$ cat src/sv/rc4_pkg.sv
// Shared constants and types for the RC4 stream cipher.
// No dependencies.
package rc4_pkg;

   localparam int SboxDepth = 256;
   localparam int IdxW      = $clog2(SboxDepth);
   localparam int KeyBytes  = 16;
   localparam int KpW       = (KeyBytes > 1) ? $clog2(KeyBytes) : 1;
   localparam int KeyLenW   = 5;
   localparam int CsrAddrW  = 5;
   localparam int CsrDataW  = 64;
   localparam int RegIdxW   = 2;

   localparam logic [RegIdxW-1:0] RegKeyLow  = 2'd0;
   localparam logic [RegIdxW-1:0] RegKeyHigh = 2'd1;
   localparam logic [RegIdxW-1:0] RegKeyLen  = 2'd2;

   typedef struct packed {
      logic            we;
      logic [IdxW-1:0] waddr;
      logic [IdxW-1:0] wdata;
      logic [IdxW-1:0] raddr;
   } rc4_ram_req_type;

endpackage

$ cat src/sv/rc4_sbox_ram.sv
// Permutation store: 256 x 8 memory, one write and one registered read port.
// Depends on rc4_pkg.
module rc4_sbox_ram (
   input  logic                      clock,
   input  rc4_pkg::rc4_ram_req_type  ram_req,
   output logic [rc4_pkg::IdxW-1:0]  rd_data
);
   import rc4_pkg::*;

   logic [IdxW-1:0] mem [SboxDepth];

   always_ff @(posedge clock) begin
      if (ram_req.we) begin
         mem[ram_req.waddr] <= ram_req.wdata;
      end
      rd_data <= mem[ram_req.raddr];
   end

endmodule

$ cat src/sv/rc4_stream_cipher.sv
// RC4 stream cipher top level: APB key registers, sequencer, output register.
// Depends on rc4_pkg and rc4_sbox_ram.
//
// Usage:
//  - Load the key through the csr_ port: key_bytes_low at 0x00, key_bytes_high
//    at 0x08, key_length at 0x10 (five bits; zero acts as one, above 16 as 16).
//  - Each req_ transfer carries one data byte and a command. Command 1 starts
//    a message: the permutation is reloaded with identity and the key
//    schedule runs (states KS_RD_K, KS_RD_J, KS_WR_K, KS_WR_J per step),
//    then the byte is processed. Command 0 continues with the current state.
//  - One rsp_ transfer per request. rsp_valid rises after G_RD_I, G_RD_J,
//    G_WR_I, G_WR_J and G_KS; a start item runs reload and key schedule first.
//  - One item is in flight at a time; req_ready is high only in idle, so a
//    new request waits for the sequencer to finish. Each generator step costs
//    two reads, two swap writes and a keystream read on the permutation memory.
//  - The result sits in an output register; the next request is taken while
//    it waits. If rsp_ready stays low, the following result is held inside
//    and req_ready stays low until the output register frees.
//  - Reset: a sweep writes identity into the permutation with req_ready low;
//    i and j clear, key registers return to zero, length to 1.
module rc4_stream_cipher (
   input  logic                           clock,
   input  logic                           reset,
   input  logic                           req_valid,
   output logic                           req_ready,
   input  logic                           req_command,
   input  logic [7:0]                     req_data_byte,
   output logic                           rsp_valid,
   input  logic                           rsp_ready,
   output logic [7:0]                     rsp_result_byte,
   input  logic                           csr_psel,
   input  logic                           csr_penable,
   input  logic                           csr_pwrite,
   input  logic [rc4_pkg::CsrAddrW-1:0]   csr_paddr,
   input  logic [rc4_pkg::CsrDataW-1:0]   csr_pwdata,
   output logic [rc4_pkg::CsrDataW-1:0]   csr_prdata,
   output logic                           csr_pready
);
   import rc4_pkg::*;

   localparam logic [3:0] ST_INIT    = 4'd0;
   localparam logic [3:0] ST_IDLE    = 4'd1;
   localparam logic [3:0] ST_KS_RD_K = 4'd2;
   localparam logic [3:0] ST_KS_RD_J = 4'd3;
   localparam logic [3:0] ST_KS_WR_K = 4'd4;
   localparam logic [3:0] ST_KS_WR_J = 4'd5;
   localparam logic [3:0] ST_G_RD_I  = 4'd6;
   localparam logic [3:0] ST_G_RD_J  = 4'd7;
   localparam logic [3:0] ST_G_WR_I  = 4'd8;
   localparam logic [3:0] ST_G_WR_J  = 4'd9;
   localparam logic [3:0] ST_G_KS    = 4'd10;
   localparam logic [3:0] ST_OUT     = 4'd11;

   localparam logic [IdxW-1:0] LastIdx = IdxW'(SboxDepth - 1);

   logic [CsrDataW-1:0] key_low_ff, key_high_ff;
   logic [KeyLenW-1:0]  key_len_ff;
   logic [RegIdxW-1:0]  csr_idx;
   logic                csr_wr;

   logic [3:0]          state_ff, state_in;
   logic [IdxW-1:0]     cnt_ff, cnt_in;
   logic [KpW-1:0]      kp_ff, kp_in;
   logic [IdxW-1:0]     i_ff, i_in;
   logic [IdxW-1:0]     j_ff, j_in;
   logic [IdxW-1:0]     si_ff, si_in;
   logic [IdxW-1:0]     sj_ff, sj_in;
   logic [7:0]          data_ff, data_in;
   logic [7:0]          res_ff, res_in;
   logic                ks_pend_ff, ks_pend_in;
   logic                rsp_valid_ff, rsp_valid_in;
   logic [7:0]          rsp_byte_ff, rsp_byte_in;

   rc4_ram_req_type     ram_req;
   logic [IdxW-1:0]     rd_data;

   logic [KeyLenW-1:0]  len_eff, kp_inc;
   logic [2*CsrDataW-1:0] key_all;
   logic [7:0]          key_byte;
   logic [IdxW-1:0]     ks_addr, ks_val;
   logic                out_free;
   logic [7:0]          gen_res;

   rc4_sbox_ram u_ram (
      .clock   (clock),
      .ram_req (ram_req),
      .rd_data (rd_data)
   );

   // configuration port
   assign csr_pready = 1'b1;
   assign csr_idx    = csr_paddr[CsrAddrW-1:3];
   assign csr_wr     = csr_psel && csr_penable && csr_pwrite;

   always_ff @(posedge clock) begin
      if (reset) begin
         key_low_ff  <= '0;
         key_high_ff <= '0;
         key_len_ff  <= KeyLenW'(1);
      end else if (csr_wr) begin
         unique case (csr_idx)
            RegKeyLow:  key_low_ff  <= csr_pwdata;
            RegKeyHigh: key_high_ff <= csr_pwdata;
            RegKeyLen:  key_len_ff  <= csr_pwdata[KeyLenW-1:0];
            default: ;
         endcase
      end
   end

   always_comb begin
      unique case (csr_idx)
         RegKeyLow:  csr_prdata = key_low_ff;
         RegKeyHigh: csr_prdata = key_high_ff;
         RegKeyLen:  csr_prdata = {{(CsrDataW-KeyLenW){1'b0}}, key_len_ff};
         default:    csr_prdata = '0;
      endcase
   end

   // key byte selection
   always_comb begin
      if (key_len_ff == '0) begin
         len_eff = KeyLenW'(1);
      end else if (key_len_ff > KeyLenW'(KeyBytes)) begin
         len_eff = KeyLenW'(KeyBytes);
      end else begin
         len_eff = key_len_ff;
      end
   end

   assign key_all  = {key_high_ff, key_low_ff};
   assign key_byte = key_all[kp_ff*8 +: 8];
   assign kp_inc   = KeyLenW'(kp_ff) + KeyLenW'(1);

   assign ks_addr  = si_ff + sj_ff;
   assign ks_val   = (ks_addr == j_ff) ? si_ff : rd_data;
   assign gen_res  = data_ff ^ ks_val;
   assign out_free = !rsp_valid_ff || rsp_ready;

   assign req_ready       = (state_ff == ST_IDLE);
   assign rsp_valid       = rsp_valid_ff;
   assign rsp_result_byte = rsp_byte_ff;

   always_comb begin
      state_in     = state_ff;
      cnt_in       = cnt_ff;
      kp_in        = kp_ff;
      i_in         = i_ff;
      j_in         = j_ff;
      si_in        = si_ff;
      sj_in        = sj_ff;
      data_in      = data_ff;
      res_in       = res_ff;
      ks_pend_in   = ks_pend_ff;
      rsp_valid_in = rsp_valid_ff && !rsp_ready;
      rsp_byte_in  = rsp_byte_ff;
      ram_req      = '{we: 1'b0, waddr: cnt_ff, wdata: cnt_ff, raddr: cnt_ff};

      unique case (state_ff)
         ST_INIT: begin
            ram_req.we = 1'b1;
            cnt_in     = cnt_ff + IdxW'(1);
            if (cnt_ff == LastIdx) begin
               state_in = ks_pend_ff ? ST_KS_RD_K : ST_IDLE;
            end
         end
         ST_IDLE: begin
            if (req_valid) begin
               data_in = req_data_byte;
               if (req_command) begin
                  state_in   = ST_INIT;
                  cnt_in     = '0;
                  kp_in      = '0;
                  j_in       = '0;
                  ks_pend_in = 1'b1;
               end else begin
                  state_in = ST_G_RD_I;
               end
            end
         end
         ST_KS_RD_K: begin
            state_in = ST_KS_RD_J;
         end
         ST_KS_RD_J: begin
            si_in         = rd_data;
            j_in          = j_ff + rd_data + key_byte;
            ram_req.raddr = j_in;
            state_in      = ST_KS_WR_K;
         end
         ST_KS_WR_K: begin
            ram_req.we    = 1'b1;
            ram_req.wdata = rd_data;
            state_in      = ST_KS_WR_J;
         end
         ST_KS_WR_J: begin
            ram_req.we    = 1'b1;
            ram_req.waddr = j_ff;
            ram_req.wdata = si_ff;
            cnt_in        = cnt_ff + IdxW'(1);
            kp_in         = (kp_inc >= len_eff) ? '0 : kp_inc[KpW-1:0];
            if (cnt_ff == LastIdx) begin
               ks_pend_in = 1'b0;
               i_in       = '0;
               j_in       = '0;
               state_in   = ST_G_RD_I;
            end else begin
               state_in = ST_KS_RD_K;
            end
         end
         ST_G_RD_I: begin
            i_in          = i_ff + IdxW'(1);
            ram_req.raddr = i_in;
            state_in      = ST_G_RD_J;
         end
         ST_G_RD_J: begin
            si_in         = rd_data;
            j_in          = j_ff + rd_data;
            ram_req.raddr = j_in;
            state_in      = ST_G_WR_I;
         end
         ST_G_WR_I: begin
            sj_in         = rd_data;
            ram_req.we    = 1'b1;
            ram_req.waddr = i_ff;
            ram_req.wdata = rd_data;
            state_in      = ST_G_WR_J;
         end
         ST_G_WR_J: begin
            ram_req.we    = 1'b1;
            ram_req.waddr = j_ff;
            ram_req.wdata = si_ff;
            ram_req.raddr = ks_addr;
            state_in      = ST_G_KS;
         end
         ST_G_KS: begin
            if (out_free) begin
               rsp_valid_in = 1'b1;
               rsp_byte_in  = gen_res;
               state_in     = ST_IDLE;
            end else begin
               res_in   = gen_res;
               state_in = ST_OUT;
            end
         end
         ST_OUT: begin
            if (out_free) begin
               rsp_valid_in = 1'b1;
               rsp_byte_in  = res_ff;
               state_in     = ST_IDLE;
            end
         end
         default: begin
            state_in = ST_IDLE;
         end
      endcase
   end

   always_ff @(posedge clock) begin
      if (reset) begin
         state_ff     <= ST_INIT;
         cnt_ff       <= '0;
         kp_ff        <= '0;
         i_ff         <= '0;
         j_ff         <= '0;
         ks_pend_ff   <= 1'b0;
         rsp_valid_ff <= 1'b0;
      end else begin
         state_ff     <= state_in;
         cnt_ff       <= cnt_in;
         kp_ff        <= kp_in;
         i_ff         <= i_in;
         j_ff         <= j_in;
         ks_pend_ff   <= ks_pend_in;
         rsp_valid_ff <= rsp_valid_in;
      end
   end

   always_ff @(posedge clock) begin
      si_ff       <= si_in;
      sj_ff       <= sj_in;
      data_ff     <= data_in;
      res_ff      <= res_in;
      rsp_byte_ff <= rsp_byte_in;
   end

endmodule

$ cat config.mk
export PLATFORM = sky130hd
export DESIGN_NAME = rc4_stream_cipher
export DESIGN_NICKNAME = d
export VERILOG_FILES = /design/src/sv/rc4_pkg.sv /design/src/sv/rc4_sbox_ram.sv /design/src/sv/rc4_stream_cipher.sv
export SDC_FILE = /design/constraint.sdc
export NUM_CORES = 2
export LEC_CHECK = 0
export BUFFER_PORTS_ARGS = -buffer_cell sky130_fd_sc_hd__buf_2
export CORE_MARGIN = 2
export CORE_UTILIZATION = 46
export CTS_BUF_LIST = sky130_fd_sc_hd__clkbuf_8
export DETAILED_ROUTE_END_ITERATION = 10
export PLACE_DENSITY = 0.67
export SLEW_MARGIN = 25
export SYNTH_ARGS = -nofsm -noshare
export SYNTH_HDL_FRONTEND = slang
export SYNTH_SLANG_ARGS = --single-unit
export TNS_END_PERCENT = 20
$ cat constraint.sdc
create_clock -name clock -period 9.55 [get_ports clock]
set_clock_uncertainty 0.2 [all_clocks]
set_input_delay 1.91 -clock clock [delete_from_list [all_inputs] [get_ports clock]]
set_output_delay 1.91 -clock clock [all_outputs]
set_load 0.01 [all_outputs]
==> summary.md <==
| Metric | Value |
|---|---|
| 1st-iter DRT viols | `7138` |
| Share of the synthesized area in the top cell type | `0.672` |
| Grt ovf | `0` |
| Total power | `19.9 mW` |
| Setup CP Type | `flop to flop` |
| CTS Buf Count | `375` |
| Clock Tree Buf Depth | `4` |
| Post-route ant nets | `0` |
| Final Max Slew Viols | `0` |
| Post-CTS Hold Fix Bufs | `0` |
| Synth Instances | `6675` |
| Remaining DRCs | `0` |
| Ranking of synthesized cells by area | `edfxtp_1, nand2_1, mux4_2, dfxtp_1, mux2i_1` |
| Fraction of layout cells with a size suffix above 1 | `0.142` |
| Gr usage total | `0.238` |
| Power per cell area | `a little under 200 mW/mm^2` |
| Pre-antenna DRT Iters | `6` |
| CTS tree | `done` |
| CTS H-Tree Depth | `5` |
| Initial Util | `0.462` |
| Routed WL | `251000 um` |
| R2R setup slack | `1.85 ns` |
| Period minus WS final | `a little under 8 ns` |
| Final Hold Vio Count | `0` |
| Regs by FF count | `u_ram.mem: 2048 flops, key_high_ff: 64 flops, key_low_ff: 64 flops` |
| Max-slew headroom | `0.176` |
| Hold Path Sink | `key_high_ff[59]$_SDFFE_PP0P_` |
| Post-synth ARST share | `0` |
| Final worst-path cycle share | `0.806` |
| Drt wl/cell | `between 20 and 30 um` |
| Most frequent cell after synthesis | `edfxtp_1` |
| Worst path required time | `10.28 ns` |
| WP data arrival | `8.43 ns` |
| Fill cell total of the finished layout | `16800` |
| Yosys top cell by area | `edfxtp_1` |
| Sequential area share after synthesis | `0.709` |
| Mapped cell area | `0.0934 mm^2` |
| Reported leakage power | `34.8 nW` |
| Syn Nets | `just under 7000` |
| Vias per cell | `5.91` |
| Fin Setup TNS | `0 ns` |
| Width of the die | `455 um` |
| Hold WC Path Type | `flop to flop` |
| Post_cts resized | `0` |
| Largest register FFs | `2048` |
| Area added between synthesis and finish | `10.7%` |
| Yosys warning count | `0` |
| HP Start | `key_high_ff[59]$_SDFFE_PP0P_` |
| Crit path capture type | `flop` |
| Hold-critical path depth | `2` |
| Maximum fanout along the worst path | `17` |
| Clock slew at reported path FFs | `0.06 ns` |
| Synth Register Bits | `2263` |
| Most frequent cells after synthesis | `edfxtp_1, nand2_1, nor2_1, a21oi_1, nand3_1` |
| Post-detail-place hpwl | `150000 um` |
| Hold WS | `0.270 ns` |
| Max Cap Viol | `0` |
| Worst setup path startpoint | `kp_ff[1]$_SDFFE_PP0P_` |
| Core area | `approximately 0.20 mm^2` |
| Die area | `just over 0.2 mm^2` |
| Chip Height | `about 450 um` |
| R2r worst-path depth | `16` |
| Port Buffer Count | `155` |
| Peak VDD IR | `0.143 mV` |
| Status | `finished clean` |
| Cell Rows | `165` |
| Via count | `a little under 60000` |
| Multi-input logic area | `0.0251 mm^2` |
| Worst skew pair latency | `1.08 ns` |
| Top achievable clock speed | `between 100 and 150 MHz` |
| Element type at the critical path start | `flop` |
| Gpl congestion | `0.921` |
| Worst reg2reg startpoint | `kp_ff[1]$_SDFFE_PP0P_` |
| Mean Syn Cell Area | `14.0 um^2` |
| Distinct cells, synth | `84` |
| Number of synthesized flops with an enable pin | `roughly 2100` |
| First-pass GRT wire length | `~370000 um` |
| Root cell of the clock tree | `clkbuf_8` |
| Final setup violation count | `0` |
| IO Pins | `160` |
| Initial antenna violation count | `13` |
| RSZ-0062 raised after global routing | `no` |
| Largest Register | `u_ram.mem` |
| Clk sinks | `2263` |
| Top FF cell, synth | `edfxtp_1` |
| Layout Nets | `6987` |
| Pin count of the biggest net entering global routing | `238` |
| Slew @ Worst Pin | `1.23 ns` |
| FF/Latch Area | `about 0.066 mm^2` |
| Vias in the first global route | `55800` |
| Setup Fix Bufs, Post-CTS | `0` |
| Critical R2R Capture | `u_ram.rd_data[7]$_DFF_P_` |
## area by class of cell
| class | instances | area share |
|---|---|---|
| clock inverter | 254 | 0.0121 |
| inverter | 14 | 0.000509 |
| timing repair buffer | 284 | 0.0195 |
| sequential | 2263 | 0.641 |
| multi-input combinational | 3932 | 0.243 |
| tap | 2672 | 0.0324 |
| antenna | 13 | 0.000315 |
| clock buffer | 386 | 0.0514 |
## metal layers
metal / vias to the layer above / track usage / part of all wire
met5: - / 0 / 0.00045
met4: 10 / 0.106 / 0.045
met3: 624 / 0.0603 / 0.098
met2: 2931 / 0.370 / 0.46
met1: 28800 / 0.317 / 0.39
li1: 25600 / - / -
## logic make-up after synthesis
logic type	after synthesis	share of synthesized area
AO/OA/AOI/OAI	937	0.0659
XOR/XNOR	45	0.00422
adder cells (fa/ha/maj)	32	0.00453
buffers and inverters	480	0.0249
flip-flops	2263	0.709
multiplexers	526	0.0834
other	1	0.0000402
AND/OR/NAND/NOR	2391	0.108
## per-stage QoR
stage | std cells | setup WS [ns] | instance area, um^2 | utilization
6_report | 9818 | 1.85 | 103000 | 0.512
5_1_grt | 9812 | 1.73 | 103000 | 0.512
4_1_cts | 9802 | 1.91 | 103000 | 0.511
3_5_place_dp | 9162 | 1.92 | 96600 | 0.479
3_3_place_gp | 9162 | 1.97 | 96600 | 0.479
2_1_floorplan | 6675 | -0.871 | 93400 | -
## how the worst max path moves through the flow
stage                           endpoint  slack [ns]
2_1_floorplan  u_ram.mem[0][5]$_DFFE_PP_       -0.87
5_1_grt         u_ram.rd_data[4]$_DFF_P_        1.73
4_1_cts         u_ram.rd_data[7]$_DFF_P_        1.91
3_3_place_gp    u_ram.rd_data[2]$_DFF_P_        1.97
3_5_place_dp    u_ram.rd_data[2]$_DFF_P_        1.92
6_report        u_ram.rd_data[7]$_DFF_P_        1.85
## where the power goes
group	switching (mW)	internal [mW]
clock network	3.81	3.92
registers	0.0388	10.8
logic	0.896	0.443
## placed cells by master (no fill, tap or decap), types with 13 or more instances in the layout
cell	count
edfxtp_1	2088
nand2_1	1393
nor2_1	402
clkbuf_8	386
a21oi_1	336
nand3_1	317
mux2i_1	301
mux4_2	199
dfxtp_1	174
buf_2	153
and3_1	152
inv_1	115
buf_4	109
a311oi_1	102
a31oi_1	96
clkinv_1	90
o21ai_0	85
a211oi_1	71
a22oi_1	62
clkinv_2	43
xnor2_1	30
nor3_1	30
ha_1	29
mux2_2	24
o211ai_1	22
nand4_1	19
a21o_1	18
buf_12	17
o22ai_1	16
xor2_1	15
diode_2	13
o22a_1	13
## worst max-delay path: stages (launching register included)
cell,delay [ns]
dfxtp_1,0.88
buf_4,0.40
mux4_2,0.41
mux4_2,0.51
ha_1,0.35
and2_1,0.19
a221o_1,0.36
or3_1,0.41
a31oi_4,0.44
nand2_1,0.54
buf_4,0.40
nor3_4,0.85
a22oi_1,0.36
nand4_1,0.25
a211oi_1,0.12
o31ai_1,0.80
a211oi_1,0.08
Note: power is estimated with default switching activity, not from simulation.
